--- config.mk ---
export PLATFORM = sky130hd
export DESIGN_NAME = srts_cell
export DESIGN_NICKNAME = d
export VERILOG_FILES = /design/src/design/shortest_remaining_time_scheduler_defines.svh /design/src/design/srts_pkg.sv /design/src/design/srts_cell.sv
export SDC_FILE = /design/constraint.sdc
export NUM_CORES = 1
export LEC_CHECK = 0
export BUFFER_PORTS_ARGS = -buffer_cell sky130_fd_sc_hd__clkbuf_2
export CAP_MARGIN = 5
export CORE_ASPECT_RATIO = 1.2
export CORE_MARGIN = 1.5
export CORE_UTILIZATION = 54
export DETAILED_ROUTE_END_ITERATION = 16
export PLACE_DENSITY = 0.87
export SYNTH_ARGS = -nofsm -noshare
export SYNTH_HDL_FRONTEND = slang
export SYNTH_SLANG_ARGS = --single-unit
--- constraint.sdc ---
create_clock -name i_clk -period 10.8 [get_ports i_clk]
set_input_delay 0.54 -clock i_clk [delete_from_list [all_inputs] [get_ports i_clk]]
set_output_delay 0.54 -clock i_clk [all_outputs]
set_load 0.005 [all_outputs]
--- src/design/shortest_remaining_time_scheduler_defines.svh ---
// Assertion macros for the scheduler RTL.
`ifndef SHORTEST_REMAINING_TIME_SCHEDULER_DEFINES_SVH
`define SHORTEST_REMAINING_TIME_SCHEDULER_DEFINES_SVH

// Same-cycle implication, checked outside reset.
`define SRTS_ASSERT_IMP(lbl, ante, cons, msg) \
    lbl: assert property (@(posedge i_clk) disable iff (!i_rst_n) (ante) |-> (cons)) \
        else $error(msg);

// Next-cycle implication, checked outside reset.
`define SRTS_ASSERT_NXT(lbl, ante, cons, msg) \
    lbl: assert property (@(posedge i_clk) disable iff (!i_rst_n) (ante) |=> (cons)) \
        else $error(msg);

`endif

--- src/design/srts_pkg.sv ---
// Types, codes and helper functions of the shortest-remaining-time scheduler.
package srts_pkg;

    typedef enum logic [2:0] {
        S_IDLE,
        S_DECIDE,
        S_SCAN,
        S_UPDATE,
        S_SHIFT,
        S_DONE
    } t_state;

    typedef enum logic [1:0] {
        OP_NOP,
        OP_LOAD,
        OP_UPDATE,
        OP_SHIFT
    } t_cell_op;

    localparam logic CMD_LOAD = 1'b0;
    localparam logic CMD_TICK = 1'b1;

    localparam logic [1:0] ST_LOADED = 2'd0;
    localparam logic [1:0] ST_RAN    = 2'd1;
    localparam logic [1:0] ST_FULL   = 2'd2;
    localparam logic [1:0] ST_IDLE   = 2'd3;

    localparam logic [7:0] QUANTUM_RESET = 8'd5;

    typedef struct packed {
        logic [7:0]  id;
        logic [15:0] total;
        logic [16:0] elapsed;
        logic [15:0] quanta;
    } t_entry;

    // Running best candidate handed from cell to cell during a scan.
    typedef struct packed {
        logic        found;
        t_entry      ent;
        logic [15:0] rem;
    } t_carry;

    function automatic logic [15:0] remaining(input t_entry e);
        remaining = (e.elapsed < {1'b0, e.total}) ? (e.total - e.elapsed[15:0]) : 16'd0;
    endfunction

    function automatic logic [15:0] sat_inc16(input logic [15:0] v);
        sat_inc16 = (v == 16'hFFFF) ? v : v + 16'd1;
    endfunction

endpackage

--- src/design/srts_cell.sv ---
// One table slot: holds a process entry, joins the min-remaining scan, shifts on removal.
module srts_cell #(
    parameter  int DEPTH = 32,
    parameter  int IDX   = 0,
    localparam int IW    = $clog2(DEPTH),
    localparam int CW    = $clog2(DEPTH + 1)
) (
    input  logic              i_clk,
    input  logic              i_rst_n,
    input  srts_pkg::t_cell_op i_op,
    input  logic [IW-1:0]     i_sel,
    input  logic [CW-1:0]     i_count,
    input  logic [7:0]        i_load_id,
    input  logic [15:0]       i_load_total,
    input  logic [7:0]        i_quantum,
    input  srts_pkg::t_entry  i_nb,
    output srts_pkg::t_entry  o_entry,
    input  logic              i_tok,
    output logic              o_tok,
    input  srts_pkg::t_carry  i_carry,
    input  logic [IW-1:0]     i_carry_idx,
    output srts_pkg::t_carry  o_carry,
    output logic [IW-1:0]     o_carry_idx
);

    srts_pkg::t_entry r_ent;
    srts_pkg::t_carry r_carry;
    logic [IW-1:0]    r_cidx;
    logic             r_tok;
    logic [15:0]      w_rem;
    logic             w_resident;
    logic             w_take;

    assign w_rem      = srts_pkg::remaining(r_ent);
    assign w_resident = CW'(IDX) < i_count;
    // strict less-than keeps the entry nearest the head on a tie
    assign w_take     = w_resident && (!i_carry.found || (w_rem < i_carry.rem));

    always_ff @(posedge i_clk) begin
        if (!i_rst_n) begin
            r_tok <= 1'b0;
        end else begin
            r_tok <= i_tok;
        end
    end

    always_ff @(posedge i_clk) begin
        if (i_tok) begin
            if (w_take) begin
                r_carry <= '{found: 1'b1, ent: r_ent, rem: w_rem};
                r_cidx  <= IW'(IDX);
            end else begin
                r_carry <= i_carry;
                r_cidx  <= i_carry_idx;
            end
        end
    end

    always_ff @(posedge i_clk) begin
        case (i_op)
            srts_pkg::OP_LOAD: begin
                if (CW'(IDX) == i_count) begin
                    r_ent <= '{id: i_load_id, total: i_load_total,
                               elapsed: 17'd0, quanta: 16'd0};
                end
            end
            srts_pkg::OP_UPDATE: begin
                if (w_resident) begin
                    r_ent.quanta <= srts_pkg::sat_inc16(r_ent.quanta);
                end
                if (IW'(IDX) == i_sel) begin
                    r_ent.elapsed <= r_ent.elapsed + {9'd0, i_quantum};
                end
            end
            srts_pkg::OP_SHIFT: begin
                // close the gap left by the removed entry
                if (IW'(IDX) >= i_sel) begin
                    r_ent <= i_nb;
                end
            end
            default: begin
            end
        endcase
    end

    assign o_entry     = r_ent;
    assign o_tok       = r_tok;
    assign o_carry     = r_carry;
    assign o_carry_idx = r_cidx;

endmodule

==> flow_summary_export.csv, run 1 <==
group,metric,value,unit
clock_tree,ctsResizeCount,0,
power,p_clk_frac,0.434,
finish,most-common-layout-cells,"clkbuf_2 (319), edfxtp_1 (136), mux2_4 (60)",
critical_path,required,10.96,ns
critical_path,critPathLaunchType,"flip-flop",
finish,fin_util,0.700,
sta,finalCritPeriodShare,0.551,
critical_path,cp_cell_sequence,"inv_1 -> ha_1 -> a21oi_2 -> o21ai_1 -> a2111oi_2 -> a21oi_1 -> or2_2 -> nor2_1 -> ha_1 -> a21o_1 -> a21oi_1 -> o21ai_0 -> a21oi_1 -> o21ai_0 -> nand2_4 -> buf_4 -> mux2_2",
synth,synth_edf_count,136,
synth,synth_ff_type,"edfxtp_1",
critical_path,critPathLaunch,"o_entry[28]$_DFFE_PP_",
sta,setup_viol,0,
flow_run,maxCapViolations,0,
synth,synthAdderAreaFrac,0.0851,
power,p_seq_frac,0.452,
clock_tree,clk_latency,0.42,ns
drt,ant_nets,0,
floorplan,dieArea,0.0166,mm^2
synth,synth_seq_cells,137,
synth,syn_area_per_cell,12.1,um^2
drt,routed-via-count,6884,
floorplan,row_count,50,
synth,synth_xor_area_frac,0.0327,
critical_path,cp.buffers_inverters,2,
hold_path,hold_start,"i_rst_n",
critical_path,end_kind,"flip-flop",
power,power.density,127,mW/mm^2
critical_path,rr_startpoint,"o_entry[28]$_DFFE_PP_",
clock_tree,cts_setup_buffers,0,
synth,ys_warn_count,0,
drt,drc,0,
critical_path,critPathTopFamily,"compound AO/OA/AOI/OAI gates",
critical_path,critPathMaxFanout,43,
synth,syn-num-nets,951,
synth,synth_mux_area_frac,0.160,
floorplan,core,0.0156,mm^2
grt,grt_pass1_vias,6841,
floorplan,io_pins,321,
sta,timing.hold.ws,0.332,ns
grt,grt_antenna_before_repair,1,
drt,drtIter0Drc,534,
critical_path,cp_slowest_cell,"buf_4",
critical_path,r2r_cells,17,
power,p_int,1.07,mW
finish,drive_above_1_share,0.447,
drt,vias_per_cell,5.52,
synth,synthArstFlopShare,0,
synth,netlist_area,0.00856,mm^2
sta,finalSetupTns,0,ns
critical_path,path_common_cell,"a21oi_1",
sta,maxSlewHeadroom,0.275,
grt,grt_max_degree,81,
hold_path,min_path_cells,2,
clock_tree,postCtsHoldBufs,0,
floorplan,die_h,141,um
clock_tree,cts_buffers,17,
critical_path,slowest_delay,0.69,ns
floorplan,start_util,0.549,
synth,synth_compound_area_frac,0.0919,
critical_path,cp.arrival,6.12,ns
placement,place_congestion,0.909,
sta,rsz0062_at_grt,"false",
drt,wl_per_cell,18.7,um
power,power_switching,0.304,mW
clock_tree,clkTransAtPathRegs,0.06,ns
grt,overflow,0,
power,ir_worst_vdd,0.000103,V
floorplan,die_w,118,um
drt,firstDrtPassIters,7,
clock_tree,max-clock-path-buffers,2,
sta,finClkSkew,0.00660,ns
power,pwr-share-comb,0.114,
finish,syn2layout_area_growth,27.3,%
placement,dp_hpwl,17500,um
clock_tree,cts_tree,"done",
clock_tree,htreeDepth,4,
placement,io_buffers,320,
placement,placed_cell_area,0.0103,mm^2
synth,yosysSeqAreaShare,0.479,
power,switching_share,0.221,
synth,synth_top_family_by_area,"multiplexers",
sta,hold_viol_final,0,
finish,fin_area,0.0109,mm^2
sta,max_freq,168,MHz
grt,grt_pass1_wl,35500,um
critical_path,worstSetupPathDepth,17,
sta,post-route-min-period,5.95,ns
synth,syn_inst,710,
finish,final_common_cell,"clkbuf_2",
grt,grt_util_all_layers,0.279,
clock_tree,cts_root_buf,"clkbuf_16",
critical_path,criticalPathCategory,"reg -> reg",
synth,synth-simple-area-share,0.105,
sta,worst_slew_pin_slew,1.09,ns
finish,fin_nets,1267,
status,status,"finished clean",
sta,drv_slew,0,
clock_tree,cts_num_sinks,137,
hold_path,hp-class,"in -> reg",
synth,ys_types,59,
power,power_leakage,5.24,nW
drt,totalWireLength,23400,um
-- power by group through the flow --
| stage | combinational (mW) | sequential (mW) | clock (mW) |
|---|---|---|---|
| finish | 0.158 | 0.623 | 0.598 |
| global route | 0.171 | 0.625 | 0.627 |
| CTS | 0.158 | 0.623 | 0.605 |
| detailed placement | 0.156 | 0.634 | 0 |
| global placement | 0.151 | 0.633 | 0 |
| floorplan | 0.0779 | 0.633 | 0 |
-- logic make-up after synthesis --
family | Yosys count
muxes | 102
AOI/OAI and AO/OA | 123
xor gates and xnor gates | 32
and+or+nand+nor | 172
buffers and inverters | 87
DFF | 137
adders and majority gates | 57
-- routing by layer --
| layer | part of all wire | vias up | global-route usage |
|---|---|---|---|
| met5 | 0 | - | 0 |
| met1 | 0.37 | 3244 | 0.312 |
| met2 | 0.52 | 343 | 0.500 |
| met4 | 0.039 | 0 | 0.138 |
| li1 | - | 3237 | - |
| met3 | 0.071 | 60 | 0.0680 |
-- flip-flops by register name, indices dropped and copies added (netlist names) --
name and flops:
o_carry_idx 5, o_carry 74, o_entry 57, o_tok 1
-- stage by stage --
| step | worst slack (ns) | power, mW | std cells |
|---|---|---|---|
| after floorplan | 6.28 | 0.711 | 710 |
| after global placement | 5.17 | 0.784 | 1215 |
| after detailed placement | 4.95 | 0.790 | 1215 |
| after CTS | 4.87 | 1.39 | 1247 |
| after global routing | 4.48 | 1.42 | 1248 |
| final | 4.85 | 1.38 | 1248 |
-- cells in the mapped netlist, types with 4 or more instances --
master	n	area (um^2)
edfxtp_1	136	4080
mux2_4	60	901
inv_1	59	221
ha_1	55	688
o21ai_0	46	230
nand2_1	39	146
mux2_2	38	428
nor2_1	31	116
a21oi_1	30	150
and2_1	22	138
nand3_1	20	100
xnor2_1	18	158
clkbuf_1	16	60.1
xor2_1	14	123
nor3_1	11	55.1
a21o_1	9	67.6
and3_1	8	50.1
buf_6	8	90.1
nand2b_1	8	50.1
o21a_1	7	52.6
nor2b_1	6	37.5
and3_2	5	37.5
nand4_1	5	31.3
o311a_1	5	50.1
mux2i_1	4	40.0
o21bai_1	4	30.0
-- final timing paths --
check / end / slack, ns
worst max-delay path: o_carry[9]$_DFFE_PP_ / 4.85
worst min-delay path: o_tok$_SDFF_PN0_ / 0.33
worst max register to register: o_carry[9]$_DFFE_PP_ / 4.85
worst min register to register: o_carry[71]$_DFFE_PP_ / 0.58
-- final cells by class --
cell class,count,area (um^2)
clock buffers,25,485
diodes,1,2.50
clock inverters,7,116
repair buffers,325,1640
multi-input cells,486,4070
well taps,208,260
flip-flops and latches,137,4100
inverters,59,221
fillers,1148,4680
(Power assumes the default switching activity.)
==> run 2, diff against run 1 <==
Settings changed: CORE_UTILIZATION 54 to 50, PLACE_DENSITY 0.87 to 0.81.
Clock period 10.8 ns to 6.2 ns, I/O delays scaled along.
==> flow_summary_export.csv, run 2 (synthesis gave the netlist of run 1 again) <==
group,metric,value,unit
status,status,"finished clean",
power,p_int,1.72,mW
grt,grt_antenna_before_repair,3,
drt,vias_per_cell,5.35,
critical_path,slowest_delay,0.57,ns
clock_tree,cts_num_sinks,137,
sta,post-route-min-period,5.45,ns
finish,fin_area,0.0109,mm^2
placement,dp_worst_setup_slack,0.834,ns
grt,overflow,0,
sta,finClkSkew,0.0109,ns
sta,rsz0062_at_grt,"false",
grt,grt_pass1_vias,6597,
power,p_seq_frac,0.477,
placement,place_congestion,0.895,
critical_path,cp.buffers_inverters,2,
grt,grt_max_degree,81,
clock_tree,clk_latency,0.42,ns
clock_tree,postCtsHoldBufs,0,
placement,placed_cell_area,0.0103,mm^2
clock_tree,ctsResizeCount,0,
sta,maxSlewHeadroom,0.301,
floorplan,row_count,52,
clock_tree,cts_buffers,17,
power,p_clk_frac,0.403,
clock_tree,cts_setup_buffers,0,
power,ir_worst_vdd,0.000165,V
critical_path,end_kind,"flip-flop",
drt,wl_per_cell,18.2,um
drt,drc,0,
sta,max_freq,183,MHz
power,total_power,2.27,mW
finish,syn2layout_area_growth,27.0,%
floorplan,dieArea,0.0179,mm^2
finish,most-common-layout-cells,"clkbuf_2 (319), edfxtp_1 (136), mux2_4 (60)",
finish,drive_above_1_share,0.452,
finish,final_common_cell,"clkbuf_2",
floorplan,io_pins,321,
drt,drtIter0Drc,369,
critical_path,critPathTopFamily,"simple AND/OR/NAND/NOR gates",
drt,ant_nets,0,
sta,finalCritPeriodShare,0.880,
power,power_switching,0.557,mW
placement,io_buffers,320,
hold_path,hp-class,"in -> reg",
sta,worst_slew_pin_slew,1.05,ns
critical_path,critPathLaunchType,"flip-flop",
critical_path,cp.arrival,5.62,ns
floorplan,core,0.0168,mm^2
sta,finalSetupTns,0,ns
sta,timing.hold.ws,0.121,ns
critical_path,required,6.36,ns
power,power.density,209,mW/mm^2
drt,totalWireLength,22900,um
finish,fin_nets,1271,
placement,dp_hpwl,17600,um
sta,drv_slew,0,
sta,setup_viol,0,
clock_tree,cts_tree,"done",
power,switching_share,0.245,
floorplan,die_w,122,um
clock_tree,cts_root_buf,"clkbuf_16",
grt,grt_pass1_wl,34400,um
critical_path,cp_slowest_cell,"buf_4",
flow_run,maxCapViolations,0,
grt,grt_util_all_layers,0.253,
drt,routed-via-count,6750,
clock_tree,clkTransAtPathRegs,0.06,ns
placement,dp_cells,1227,
sta,setup_ws,0.747,ns
finish,final_cells,1262,
sta,hold_viol_final,0,
power,power_leakage,5.22,nW
floorplan,start_util,0.510,
power,pwr-share-comb,0.119,
critical_path,criticalPathCategory,"reg -> reg",
drt,firstDrtPassIters,5,
clock_tree,max-clock-path-buffers,2,
clock_tree,htreeDepth,4,
finish,fin_util,0.648,
critical_path,critPathMaxFanout,32,
finish,largest_reg_flops,74,
critical_path,cp_cell_sequence,"inv_1 -> ha_1 -> a21oi_1 -> o21ai_1 -> a2111oi_2 -> a21oi_1 -> or2_2 -> nor3b_1 -> ha_1 -> nand4_1 -> nor2_1 -> a211o_1 -> nor3_1 -> o21ai_0 -> nand2_4 -> buf_4 -> mux2_2",
floorplan,die_h,146,um
[run 2: cell count changes in the layout (fill, tap and decap cells not counted)]
cell	previous run	this run
clkinv_1	0	2
bufinv_16	3	0
clkinv_2	2	3
clkbuf_1	5	0
clkbuf_8	3	0
diode_2	1	3
clkinv_4	1	3
inv_6	0	2
buf_4	6	10
clkinvlp_4	1	5
[run 2: layer usage]
layer | wire length [um] | track usage
met5 | 0 | 0
met4 | 761 | 0.104
met3 | 1530 | 0.0578
met2 | 11600 | 0.434
met1 | 9010 | 0.304
[run 2: layout make-up]
| class | instances | area (um^2) |
|---|---|---|
| Multi-Input combinational cell | 486 | 4070 |
| Clock buffer | 17 | 425 |
| Antenna cell | 3 | 7.51 |
| Fill cell | 1357 | 5920 |
| Tap cell | 216 | 270 |
| Timing Repair Buffer | 329 | 1670 |
| Sequential cell | 137 | 4100 |
| Inverter | 59 | 221 |
| Clock inverter | 15 | 104 |
[run 2: worst register-to-register path, cell delays in order, from the launching register on]
cell       delay, ns
edfxtp_1        0.47
inv_1           0.07
ha_1            0.37
a21oi_1         0.16
o21ai_1         0.12
a2111oi_2       0.33
a21oi_1         0.17
or2_2           0.43
nor3b_1         0.34
ha_1            0.32
nand4_1         0.13
nor2_1          0.06
a211o_1         0.32
nor3_1          0.20
o21ai_0         0.31
nand2_4         0.41
buf_4           0.57
mux2_2          0.42
[run 2: power groups by stage]
stage	Clock, mW	Sequential, mW	Combinational [mW]
4_1_cts	0.935	1.08	0.272
6_report	0.916	1.08	0.271
3_3_place_gp	0	1.10	0.264
5_1_grt	0.969	1.09	0.297
2_1_floorplan	0	1.10	0.136
3_5_place_dp	0	1.10	0.271
[run 2: worst paths after layout]
path,start,end,slack (ns),cells past startpoint
worst max-delay path,o_entry[26]$_DFFE_PP_,o_carry[14]$_DFFE_PP_,0.75,17
worst min-delay path,i_rst_n,o_tok$_SDFF_PN0_,0.12,2
worst max register to register,o_entry[26]$_DFFE_PP_,o_carry[14]$_DFFE_PP_,0.75,17
worst min register to register,o_entry[54]$_DFFE_PP_,o_carry[70]$_DFFE_PP_,0.59,1
